File: config.mk
export PLATFORM = sky130hd
export DESIGN_NAME = scanline_rle_sprite_decoder
export DESIGN_NICKNAME = d
export VERILOG_FILES = /design/src/rtl/srle_pkg.sv /design/src/rtl/srle_clip.sv /design/src/rtl/srle_dec.sv /design/src/rtl/scanline_rle_sprite_decoder.sv
export SDC_FILE = /design/constraint.sdc
export NUM_CORES = 1
export LEC_CHECK = 0
export ABC_AREA = 1
export BUFFER_PORTS_ARGS = -buffer_cell sky130_fd_sc_hd__buf_4
export CORE_AREA = 4 4 240 242
export CTS_CLUSTER_SIZE = 28
export DETAILED_ROUTE_END_ITERATION = 8
export DIE_AREA = 0 0 244 246
export PLACE_DENSITY = 0.55
export SYNTH_ARGS = -nofsm -noshare
export SYNTH_HDL_FRONTEND = slang
export SYNTH_SLANG_ARGS = --single-unit
File: constraint.sdc
create_clock -name clk -period 20.4 [get_ports clk]
set_input_delay 4.08 -clock clk [delete_from_list [all_inputs] [get_ports clk]]
set_output_delay 4.08 -clock clk [all_outputs]
set_load 0.05 [all_outputs]
File: src/rtl/srle_pkg.sv
// ----------------------------------------------------------------------------
// srle_pkg
// Shared types and constants of the scanline RLE sprite decoder.
// ----------------------------------------------------------------------------
package srle_pkg;

  typedef enum logic [25:0] {
    PH_TAG      = 26'd1 << 0,
    PH_LEN_LO   = 26'd1 << 1,
    PH_LEN_HI   = 26'd1 << 2,
    PH_UN1      = 26'd1 << 3,
    PH_UN2      = 26'd1 << 4,
    PH_YA_LO    = 26'd1 << 5,
    PH_YA_HI    = 26'd1 << 6,
    PH_NL_LO    = 26'd1 << 7,
    PH_NL_HI    = 26'd1 << 8,
    PH_OP       = 26'd1 << 9,
    PH_PAD7A    = 26'd1 << 10,
    PH_PAD7B    = 26'd1 << 11,
    PH_PAD8A    = 26'd1 << 12,
    PH_PAD8B    = 26'd1 << 13,
    PH_COPY     = 26'd1 << 14,
    PH_RLE_CNT  = 26'd1 << 15,
    PH_RLE_LIT  = 26'd1 << 16,
    PH_RLE_FILL = 26'd1 << 17,
    PH_SKP_CNT  = 26'd1 << 18,
    PH_SKP_LIT  = 26'd1 << 19,
    PH_OFS_LEAD = 26'd1 << 20,
    PH_OFS_CNT  = 26'd1 << 21,
    PH_OFS_LIT  = 26'd1 << 22,
    PH_OFS_FILL = 26'd1 << 23,
    PH_OFS_GAP  = 26'd1 << 24,
    PH_DONE     = 26'd1 << 25
  } phase_t;

  localparam logic [2:0] ST_BUSY     = 3'd0;
  localparam logic [2:0] ST_DONE     = 3'd1;
  localparam logic [2:0] ST_OVERRUN  = 3'd2;
  localparam logic [2:0] ST_BAD_OP   = 3'd3;
  localparam logic [2:0] ST_TRUNC    = 3'd4;
  localparam logic [2:0] ST_BAD_TAG  = 3'd5;

  localparam logic [7:0] OP_COPY     = 8'd0;
  localparam logic [7:0] OP_RLE      = 8'd1;
  localparam logic [7:0] OP_SKIP     = 8'd2;
  localparam logic [7:0] OP_OFFSET   = 8'd3;
  localparam logic [7:0] OP_EMPTY    = 8'd4;
  localparam logic [7:0] OP_SKIP_PAD = 8'd7;
  localparam logic [7:0] OP_OFS_PAD  = 8'd8;

  localparam logic [7:0] TAG_DONE_A  = 8'h03;
  localparam logic [7:0] TAG_DONE_B  = 8'h20;
  localparam logic [7:0] TAG_UNSUPP  = 8'h04;
  localparam logic [7:0] GAP_EOL     = 8'hFF;

  localparam int CFG_ORIGIN_X = 0;
  localparam int CFG_ORIGIN_Y = 1;

  typedef struct packed {
    logic        have;
    logic        wvalid;
    logic [18:0] addr;
    logic [6:0]  len;
    logic [7:0]  value;
    logic [2:0]  status;
  } result_t;

endpackage

File: src/rtl/srle_clip.sv
// ----------------------------------------------------------------------------
// srle_clip
// Clips one pixel run at the cursor to the linear surface.
// ----------------------------------------------------------------------------
module srle_clip #(
  parameter int SCREEN_WIDTH  = 640,
  parameter int SCREEN_HEIGHT = 480
) (
  input  logic [31:0] cursor,
  input  logic [7:0]  run_len,
  output logic        hit,
  output logic [18:0] addr,
  output logic [6:0]  len
);

  localparam logic signed [33:0] SURF = 34'(SCREEN_WIDTH * SCREEN_HEIGHT);

  logic signed [33:0] s_pos;
  logic signed [33:0] e_pos;
  logic signed [33:0] lo;
  logic signed [33:0] hi;
  logic signed [33:0] diff;

  always_comb begin
    s_pos = $signed({{2{cursor[31]}}, cursor});
    e_pos = s_pos + $signed({26'd0, run_len});
    lo    = (s_pos < 0) ? 34'sd0 : s_pos;
    hi    = (e_pos > SURF) ? SURF : e_pos;
    diff  = hi - lo;
    hit   = hi > lo;
    addr  = hit ? lo[18:0] : 19'd0;
    len   = hit ? diff[6:0] : 7'd0;
  end

endmodule

File: src/rtl/srle_dec.sv
// ----------------------------------------------------------------------------
// srle_dec
// Parser state and per-byte next-state logic of the sprite decoder.
// ----------------------------------------------------------------------------
module srle_dec import srle_pkg::*; #(
  parameter int SCREEN_WIDTH  = 640,
  parameter int SCREEN_HEIGHT = 480
) (
  input  logic        clk,
  input  logic        rst_n,
  input  logic        en,
  input  logic [7:0]  data_byte,
  input  logic        last_byte,
  input  logic [31:0] origin_base,
  output result_t     res
);

  localparam logic signed [33:0] SURF = 34'(SCREEN_WIDTH * SCREEN_HEIGHT);
  localparam logic [31:0] WIDTH32 = 32'(SCREEN_WIDTH);

  phase_t      phase_r, phase_nxt;
  logic [31:0] line_r, line_nxt;
  logic [31:0] cursor_r, cursor_nxt;
  logic [15:0] lit_r, lit_nxt;
  logic [15:0] lines_r, lines_nxt;
  logic [15:0] copy_r, copy_nxt;
  logic [7:0]  run_r, run_nxt;
  logic [7:0]  hold_r, hold_nxt;

  logic        rw_en;
  logic [7:0]  rw_len;
  logic        clip_hit;
  logic [18:0] clip_addr;
  logic [6:0]  clip_len;
  logic        do_ld;
  logic        fin;
  logic [2:0]  fin_st;
  logic [31:0] ld_line;
  logic [15:0] ld_lines;
  logic        ld_end;
  logic [15:0] word16;
  logic signed [29:0] ya_prod;
  logic [31:0] end_line;
  logic [7:0]  neg_c;

  srle_clip #(
    .SCREEN_WIDTH (SCREEN_WIDTH),
    .SCREEN_HEIGHT(SCREEN_HEIGHT)
  ) u_clip (
    .cursor (cursor_r),
    .run_len(rw_len),
    .hit    (clip_hit),
    .addr   (clip_addr),
    .len    (clip_len)
  );

  assign word16   = {data_byte, hold_r};
  assign ya_prod  = $signed(word16) * $signed(14'(SCREEN_WIDTH));
  assign ld_line  = line_r + WIDTH32;
  assign ld_lines = lines_r - 16'd1;
  assign ld_end   = $signed({{2{ld_line[31]}}, ld_line}) >= SURF;
  assign neg_c    = 8'd0 - data_byte;

  always_comb begin
    phase_nxt  = phase_r;
    line_nxt   = line_r;
    cursor_nxt = cursor_r;
    lit_nxt    = lit_r;
    lines_nxt  = lines_r;
    copy_nxt   = copy_r;
    run_nxt    = run_r;
    hold_nxt   = hold_r;
    rw_en      = 1'b0;
    rw_len     = 8'd0;
    do_ld      = 1'b0;
    fin        = 1'b0;
    fin_st     = ST_BUSY;
    end_line   = 32'd0;
    case (phase_r)
      PH_TAG: begin
        if (data_byte == TAG_DONE_A || data_byte == TAG_DONE_B) begin
          fin    = 1'b1;
          fin_st = ST_DONE;
        end else if (data_byte == TAG_UNSUPP) begin
          fin    = 1'b1;
          fin_st = ST_BAD_TAG;
        end else begin
          line_nxt  = origin_base;
          phase_nxt = PH_LEN_LO;
        end
      end
      PH_LEN_LO: begin
        hold_nxt  = data_byte;
        phase_nxt = PH_LEN_HI;
      end
      PH_LEN_HI: begin
        lit_nxt   = word16;
        phase_nxt = PH_UN1;
      end
      PH_UN1: phase_nxt = PH_UN2;
      PH_UN2: phase_nxt = PH_YA_LO;
      PH_YA_LO: begin
        hold_nxt  = data_byte;
        phase_nxt = PH_YA_HI;
      end
      PH_YA_HI: begin
        line_nxt  = line_r + {{2{ya_prod[29]}}, ya_prod};
        phase_nxt = PH_NL_LO;
      end
      PH_NL_LO: begin
        hold_nxt  = data_byte;
        phase_nxt = PH_NL_HI;
      end
      PH_NL_HI: begin
        if (word16 == 16'd0) begin
          fin    = 1'b1;
          fin_st = ST_DONE;
        end else if (word16[15]) begin
          phase_nxt = PH_YA_LO;
        end else begin
          lines_nxt = word16;
          phase_nxt = PH_OP;
        end
      end
      PH_OP: begin
        cursor_nxt = line_r;
        case (data_byte)
          OP_COPY: begin
            if (lit_r[15] || lit_r == 16'd0) begin
              do_ld = 1'b1;
            end else begin
              copy_nxt  = lit_r;
              phase_nxt = PH_COPY;
            end
          end
          OP_RLE:      phase_nxt = PH_RLE_CNT;
          OP_SKIP:     phase_nxt = PH_SKP_CNT;
          OP_OFFSET:   phase_nxt = PH_OFS_LEAD;
          OP_EMPTY:    do_ld = 1'b1;
          OP_SKIP_PAD: phase_nxt = PH_PAD7A;
          OP_OFS_PAD:  phase_nxt = PH_PAD8A;
          default: begin
            fin    = 1'b1;
            fin_st = ST_BAD_OP;
          end
        endcase
      end
      PH_PAD7A: phase_nxt = PH_PAD7B;
      PH_PAD7B: phase_nxt = PH_SKP_CNT;
      PH_PAD8A: phase_nxt = PH_PAD8B;
      PH_PAD8B: phase_nxt = PH_OFS_LEAD;
      PH_COPY: begin
        rw_en    = 1'b1;
        rw_len   = 8'd1;
        copy_nxt = copy_r - 16'd1;
        if (copy_r == 16'd1) begin
          do_ld = 1'b1;
        end
      end
      PH_RLE_CNT: begin
        if (data_byte == 8'd0) begin
          do_ld = 1'b1;
        end else if (data_byte[7]) begin
          run_nxt   = neg_c;
          phase_nxt = PH_RLE_LIT;
        end else begin
          run_nxt   = data_byte;
          phase_nxt = PH_RLE_FILL;
        end
      end
      PH_RLE_LIT: begin
        rw_en   = 1'b1;
        rw_len  = 8'd1;
        run_nxt = run_r - 8'd1;
        if (run_r == 8'd1) begin
          phase_nxt = PH_RLE_CNT;
        end
      end
      PH_RLE_FILL: begin
        rw_en     = 1'b1;
        rw_len    = run_r;
        phase_nxt = PH_RLE_CNT;
      end
      PH_SKP_CNT: begin
        if (data_byte == 8'd0) begin
          do_ld = 1'b1;
        end else if (data_byte[7]) begin
          run_nxt   = neg_c;
          phase_nxt = PH_SKP_LIT;
        end else begin
          cursor_nxt = cursor_r + {24'd0, data_byte};
        end
      end
      PH_SKP_LIT: begin
        rw_en   = 1'b1;
        rw_len  = 8'd1;
        run_nxt = run_r - 8'd1;
        if (run_r == 8'd1) begin
          phase_nxt = PH_SKP_CNT;
        end
      end
      PH_OFS_LEAD: begin
        cursor_nxt = cursor_r + {24'd0, data_byte};
        phase_nxt  = PH_OFS_CNT;
      end
      PH_OFS_CNT: begin
        if (data_byte == 8'd0) begin
          phase_nxt = PH_OFS_GAP;
        end else if (data_byte[7]) begin
          run_nxt   = neg_c;
          phase_nxt = PH_OFS_LIT;
        end else begin
          run_nxt   = data_byte;
          phase_nxt = PH_OFS_FILL;
        end
      end
      PH_OFS_LIT: begin
        rw_en   = 1'b1;
        rw_len  = 8'd1;
        run_nxt = run_r - 8'd1;
        if (run_r == 8'd1) begin
          phase_nxt = PH_OFS_GAP;
        end
      end
      PH_OFS_FILL: begin
        rw_en     = 1'b1;
        rw_len    = run_r;
        phase_nxt = PH_OFS_GAP;
      end
      PH_OFS_GAP: begin
        if (data_byte == GAP_EOL) begin
          do_ld = 1'b1;
        end else begin
          cursor_nxt = cursor_r + {24'd0, data_byte};
          phase_nxt  = PH_OFS_CNT;
        end
      end
      default: ;
    endcase

    if (rw_en) begin
      cursor_nxt = cursor_r + {24'd0, rw_len};
    end
    if (do_ld) begin
      line_nxt  = ld_line;
      lines_nxt = ld_lines;
      if (ld_end) begin
        fin    = 1'b1;
        fin_st = ST_DONE;
      end else begin
        phase_nxt = (ld_lines == 16'd0) ? PH_YA_LO : PH_OP;
      end
    end
    if (fin) begin
      phase_nxt = PH_DONE;
    end

    if (last_byte) begin
      if (phase_nxt != PH_DONE) begin
        fin = 1'b1;
        if (phase_nxt == PH_TAG || phase_nxt == PH_LEN_LO || phase_nxt == PH_LEN_HI
            || phase_nxt == PH_UN1 || phase_nxt == PH_UN2) begin
          fin_st = ST_TRUNC;
        end else if (phase_nxt == PH_YA_LO || phase_nxt == PH_YA_HI
                     || phase_nxt == PH_NL_LO || phase_nxt == PH_NL_HI) begin
          fin_st = ST_OVERRUN;
        end else begin
          end_line = line_nxt + WIDTH32;
          fin_st = ($signed({{2{end_line[31]}}, end_line}) >= SURF) ? ST_DONE : ST_OVERRUN;
        end
      end
      phase_nxt = PH_TAG;
    end

    res.wvalid = rw_en && clip_hit;
    res.addr   = (rw_en && clip_hit) ? clip_addr : 19'd0;
    res.len    = (rw_en && clip_hit) ? clip_len : 7'd0;
    res.value  = (rw_en && clip_hit) ? data_byte : 8'd0;
    res.status = fin ? fin_st : ST_BUSY;
    res.have   = (rw_en && clip_hit) || fin;
  end

  always_ff @(posedge clk) begin
    if (!rst_n) begin
      phase_r  <= PH_TAG;
      line_r   <= 32'd0;
      cursor_r <= 32'd0;
      lit_r    <= 16'd0;
      lines_r  <= 16'd0;
      copy_r   <= 16'd0;
      run_r    <= 8'd0;
      hold_r   <= 8'd0;
    end else if (en) begin
      phase_r  <= phase_nxt;
      line_r   <= line_nxt;
      cursor_r <= cursor_nxt;
      lit_r    <= lit_nxt;
      lines_r  <= lines_nxt;
      copy_r   <= copy_nxt;
      run_r    <= run_nxt;
      hold_r   <= hold_nxt;
    end
  end

endmodule

File: src/rtl/scanline_rle_sprite_decoder.sv
// ----------------------------------------------------------------------------
// scanline_rle_sprite_decoder
// Decodes a byte-serial scanline RLE sprite blob into clipped run writes.
// ----------------------------------------------------------------------------
// Blob bytes arrive on the in_ channel, one word per byte, with in_last_byte
// on the final byte. Each byte yields at most one word on the out_ channel:
// a clipped framebuffer run (address, length, value), an image status, or
// both. Bytes that produce nothing give no output word.
// The origin registers are written over the cfg_ channel, index 0 for the
// column and 1 for the row; the user must write them only while the block
// is idle, as the block does not enforce it. A write goes through the origin
// register and then origin_base_r before it reaches the linear address.
// A byte is registered on acceptance; its result is registered when the
// decoder advances, which out_stall can hold back. One byte is taken per
// cycle unless in_stall is high; the per-byte decoder update is the only loop.
// When out_stall holds a result, the input register keeps one further byte
// and then in_stall rises until the result is taken.
// Reset returns the parser to the tag phase, clears the origin and empties
// both registers.
// ----------------------------------------------------------------------------
module scanline_rle_sprite_decoder import srle_pkg::*; #(
  parameter int SCREEN_WIDTH  = 640,
  parameter int SCREEN_HEIGHT = 480
) (
  input  logic        clk,
  input  logic        rst_n,
  input  logic        in_valid,
  output logic        in_stall,
  input  logic [7:0]  in_data_byte,
  input  logic        in_last_byte,
  output logic        out_valid,
  input  logic        out_stall,
  output logic        out_write_valid,
  output logic [18:0] out_write_addr,
  output logic [6:0]  out_write_len,
  output logic [7:0]  out_pixel_value,
  output logic [2:0]  out_image_status,
  input  logic        cfg_valid,
  output logic        cfg_ready,
  input  logic [1:0]  cfg_index,
  input  logic [11:0] cfg_data
);

  logic [11:0] origin_x_r;
  logic [11:0] origin_y_r;
  logic [31:0] origin_base_r;
  logic signed [25:0] oy_prod;
  logic        s1_valid_r;
  logic [7:0]  s1_byte_r;
  logic        s1_last_r;
  logic        adv;
  result_t     res;
  result_t     out_r;
  logic        out_valid_r;

  assign cfg_ready = 1'b1;
  assign adv       = s1_valid_r && (!out_valid_r || !out_stall);
  assign in_stall  = s1_valid_r && !adv;
  assign oy_prod   = $signed(origin_y_r) * $signed(14'(SCREEN_WIDTH));

  always_ff @(posedge clk) begin
    if (!rst_n) begin
      origin_x_r <= 12'd0;
      origin_y_r <= 12'd0;
    end else if (cfg_valid && cfg_ready) begin
      if (cfg_index == 2'(CFG_ORIGIN_X)) begin
        origin_x_r <= cfg_data;
      end else if (cfg_index == 2'(CFG_ORIGIN_Y)) begin
        origin_y_r <= cfg_data;
      end
    end
  end

  always_ff @(posedge clk) begin
    origin_base_r <= {{6{oy_prod[25]}}, oy_prod} + {{20{origin_x_r[11]}}, origin_x_r};
  end

  always_ff @(posedge clk) begin
    if (!rst_n) begin
      s1_valid_r <= 1'b0;
    end else if (!in_stall) begin
      s1_valid_r <= in_valid;
    end
  end

  always_ff @(posedge clk) begin
    if (in_valid && !in_stall) begin
      s1_byte_r <= in_data_byte;
      s1_last_r <= in_last_byte;
    end
  end

  srle_dec #(
    .SCREEN_WIDTH (SCREEN_WIDTH),
    .SCREEN_HEIGHT(SCREEN_HEIGHT)
  ) u_dec (
    .clk        (clk),
    .rst_n      (rst_n),
    .en         (adv),
    .data_byte  (s1_byte_r),
    .last_byte  (s1_last_r),
    .origin_base(origin_base_r),
    .res        (res)
  );

  always_ff @(posedge clk) begin
    if (!rst_n) begin
      out_valid_r <= 1'b0;
    end else if (adv) begin
      out_valid_r <= res.have;
    end else if (!out_stall) begin
      out_valid_r <= 1'b0;
    end
  end

  always_ff @(posedge clk) begin
    if (adv) begin
      out_r <= res;
    end
  end

  assign out_valid        = out_valid_r;
  assign out_write_valid  = out_r.wvalid;
  assign out_write_addr   = out_r.addr;
  assign out_write_len    = out_r.len;
  assign out_pixel_value  = out_r.value;
  assign out_image_status = out_r.status;

`ifndef SYNTHESIS
  a_stall_needs_item: assert property (@(posedge clk) disable iff (!rst_n)
    in_stall |-> s1_valid_r && out_valid_r)
    else $error("input stalled without a held byte and a held result");

  a_write_nonempty: assert property (@(posedge clk) disable iff (!rst_n)
    out_valid && out_write_valid |-> out_write_len != 7'd0)
    else $error("run write with zero length");

  a_word_has_content: assert property (@(posedge clk) disable iff (!rst_n)
    out_valid && !out_write_valid |-> out_image_status != ST_BUSY)
    else $error("output word carries neither a write nor a status");

  a_advance_loads: assert property (@(posedge clk) disable iff (!rst_n)
    adv && res.have |=> out_valid_r)
    else $error("decoded result was not captured");
`endif

endmodule
==> flow_summary.toml <==
[run_status]
status = "completed"

[sta]
final_hold_viol_count = 0
max_slew_margin_pct = 28.4
fin_crit_sh_pct = 43.1
max_freq_mhz = 114
fin_skew_ps = 27.7
worst_pin_slew_ps = 1070
rsz0062_at_grt = "false"
min_period_ps = 8780
maxSlewViolCount = 0
setup_tns_ps = 0
setup_viol = 0

[placed_design]
place.gp.congestion = 0.958
io_buffers = 67
dp_hpwl_mm = 66.1

[clock_network]
post-cts-setup-buffer-count = 0
worstSkewPairLatency_ps = 570
cts_tree = "built"
htreeDepth = 2
clock_sinks = 251
clk_pin_slew_worst_paths_ps = 60
cts_buffer_depth = 3
cts_hold_buf = 0
cts_resized = 0
cts_buffers = 34
cts_root_buf = "clkbuf_16"

[setup_path]
critPathMostFrequentCell = "buf_4"
path_cells = "buf_4, nand2_1, nor2_1, buf_4"
cpPeakStageDelay_ps = 240
start_kind = "input port"
slowest_stage = "buf_4"
cp_max_fo = 3
cp-end-kind = "output pin"
worstPathRequired_ps = 16320
cp.arrival_ps = 4700
path_class = "input port to output pin"
cp_num_buf_inv = 2
cpLargestDelayFamily = "buffers and inverters"

[die]
coreArea_um2 = 55100
num_io_pins = 69
fp.dieH_um = 246
start_util_pct = 40.0
die-area_um2 = 60000
rows = 86
die_width_um = 244

[detailed_routing]
post-route-drc-count = 0
vias_per_cell = 5.44
antenna_left = 0
drt-wirelength-per-cell_um = 19.9
drt-total-wl_mm = 84.6
vias = 23200
dr.first_iter.drc_count = 1995
first_pass_iters = 5

[final_layout]
area_delta_synth_final_pct = 10.4
seq_area_um2 = 5500
multi_input_area_um2 = 14300
nFillCells = 5919
final_nets = 3673
drive_above_1_share_pct = 7.15
diodes = 0

[logic_synthesis]
avgSynthCellArea_um2 = 6.35
synth_edf_count = 47
ys_types = 66
synthFlopType = "dfxtp_1"
syn-instance-count = 3474
syn-cell-area_um2 = 22100
ys_async_sr_fraction_pct = 0
synth_fp_nets = 3662
yosysSeqAreaShare_pct = 24.9
ys_ff_latch = 251
yosys_warnings = 0

[worst_hold_path]
hp-class = "register to register"

[global_route]
grt_pass1_wl_mm = 128
grt_max_degree = 68
grt_pass1_vias = 21700
grt_antenna_before_repair = 0
grt_use_total_pct = 27.1
overflow = 0

[job]
maxCapViolCount = 0
[sequential cells by signal, indices dropped and copies added (netlist names), 3 cells and up]
register and count:
u_dec.hold_r 8, u_dec.copy_r 16, u_dec.phase_r 26, u_dec.line_r 32
out_write_len 7, u_dec.lines_r 16, origin_y_r 12, u_dec.run_r 8
out_pixel_value 8, origin_base_r 24, out_image_status 3, u_dec.lit_r 16
u_dec.cursor_r 32, s1_byte_r 8, out_write_addr 19, origin_x_r 12
[synth_stat cells (9+ instances only)]
master	n	area [um2]
inv_1	427	1600
buf_2	13	65.1
or2_2	13	81.3
nor2_2	18	113
o21ai_0	244	1220
nor4_1	10	62.6
dfxtp_1	204	4080
buf_4	12	90.1
nand2_2	30	188
nand4_1	78	488
o21ai_1	12	60.1
nor2_4	14	158
nand3b_1	15	113
ha_1	153	1910
nand2_1	792	2970
nand3_1	231	1160
xor2_1	109	955
o21bai_1	12	90.1
a21oi_1	264	1320
inv_2	17	63.8
edfxtp_1	47	1410
nor3_1	72	360
a31oi_1	30	188
clkbuf_1	74	278
o22ai_1	10	62.6
o221ai_1	10	87.6
o211ai_1	21	158
a211oi_1	9	67.6
nor2_1	416	1560
xnor2_1	21	184
[per-layer routing]
metal  GRT usage, %  vias up  routed length, um
met5              0        -                  0
met4           7.21        0               2170
met2           45.0      769              38400
met3           3.72      115               5470
li1               -    11500                  -
met1           37.2    10800              38600
[worst paths after layout]
check                     from          endpoint  slack, ps  cells past startpoint
max                  out_stall          in_stall      11620                      4
min              origin_x_r[2]  origin_base_r[2]        350                      0
max reg2reg  u_dec.phase_r[24]         out_valid      11620                     39
min reg2reg      origin_x_r[2]  origin_base_r[2]        350                      0
[final cells by class]
cell class / instances / share of cell area, %
multi-input cells: 2663 / 58.9
flip-flops and latches: 251 / 22.6
inverters: 450 / 6.94
clock buffers: 45 / 3.92
well taps: 748 / 3.84
repair buffers: 85 / 2.62
clock inverters: 17 / 1.16
[metrics by stage]
stage	worst slack, ps	util, %	instances	hold WS [ps]	area [um2]
2_1_floorplan	11470	-	3474	326	22100
3_3_place_gp	11580	41.9	4197	336	23100
3_5_place_dp	11560	41.9	4197	334	23100
4_1_cts	11550	44.2	4259	347	24300
5_1_grt	10800	44.2	4259	366	24300
6_report	11620	44.2	4259	345	24300
[layout by cell type (no fill, tap or decap), types with 6 or more instances in the layout]
cell,count
xnor2_1,21
a221oi_1,7
nor4_1,9
a21oi_1,264
bufinv_16,6
clkinv_1,8
fa_1,7
clkbuf_1,6
nand3_1,231
dfxtp_1,204
nor2_4,15
nand4_1,78
inv_2,18
ha_1,153
nor3_1,72
xor2_1,109
clkbuf_16,35
o21ai_0,244
buf_4,85
o221ai_1,10
o22ai_1,10
edfxtp_1,47
nor2_1,415
nand3b_1,15
o21ai_1,12
nor2_2,18
nand2_2,30
inv_1,426
a31oi_1,30
o211ai_1,21
nand2_1,792
or2_2,13
o21bai_1,12
nand2_4,6
a211oi_1,9
[kinds of logic after synthesis]
| family | Yosys count | share of synthesized area, % |
|---|---|---|
| and+or+nand+nor | 1717 | 34.1 |
| DFF | 251 | 24.9 |
| xor gates and xnor gates | 130 | 5.16 |
| adders and majority gates | 160 | 9.32 |
| buffers and inverters | 560 | 10.1 |
| other | 1 | 0.0170 |
| AOI/OAI and AO/OA | 655 | 16.4 |
Power is left out: the tool's default activity adds up to more than one toggle a clock period on the data nets, which glitch-free logic cannot reach.
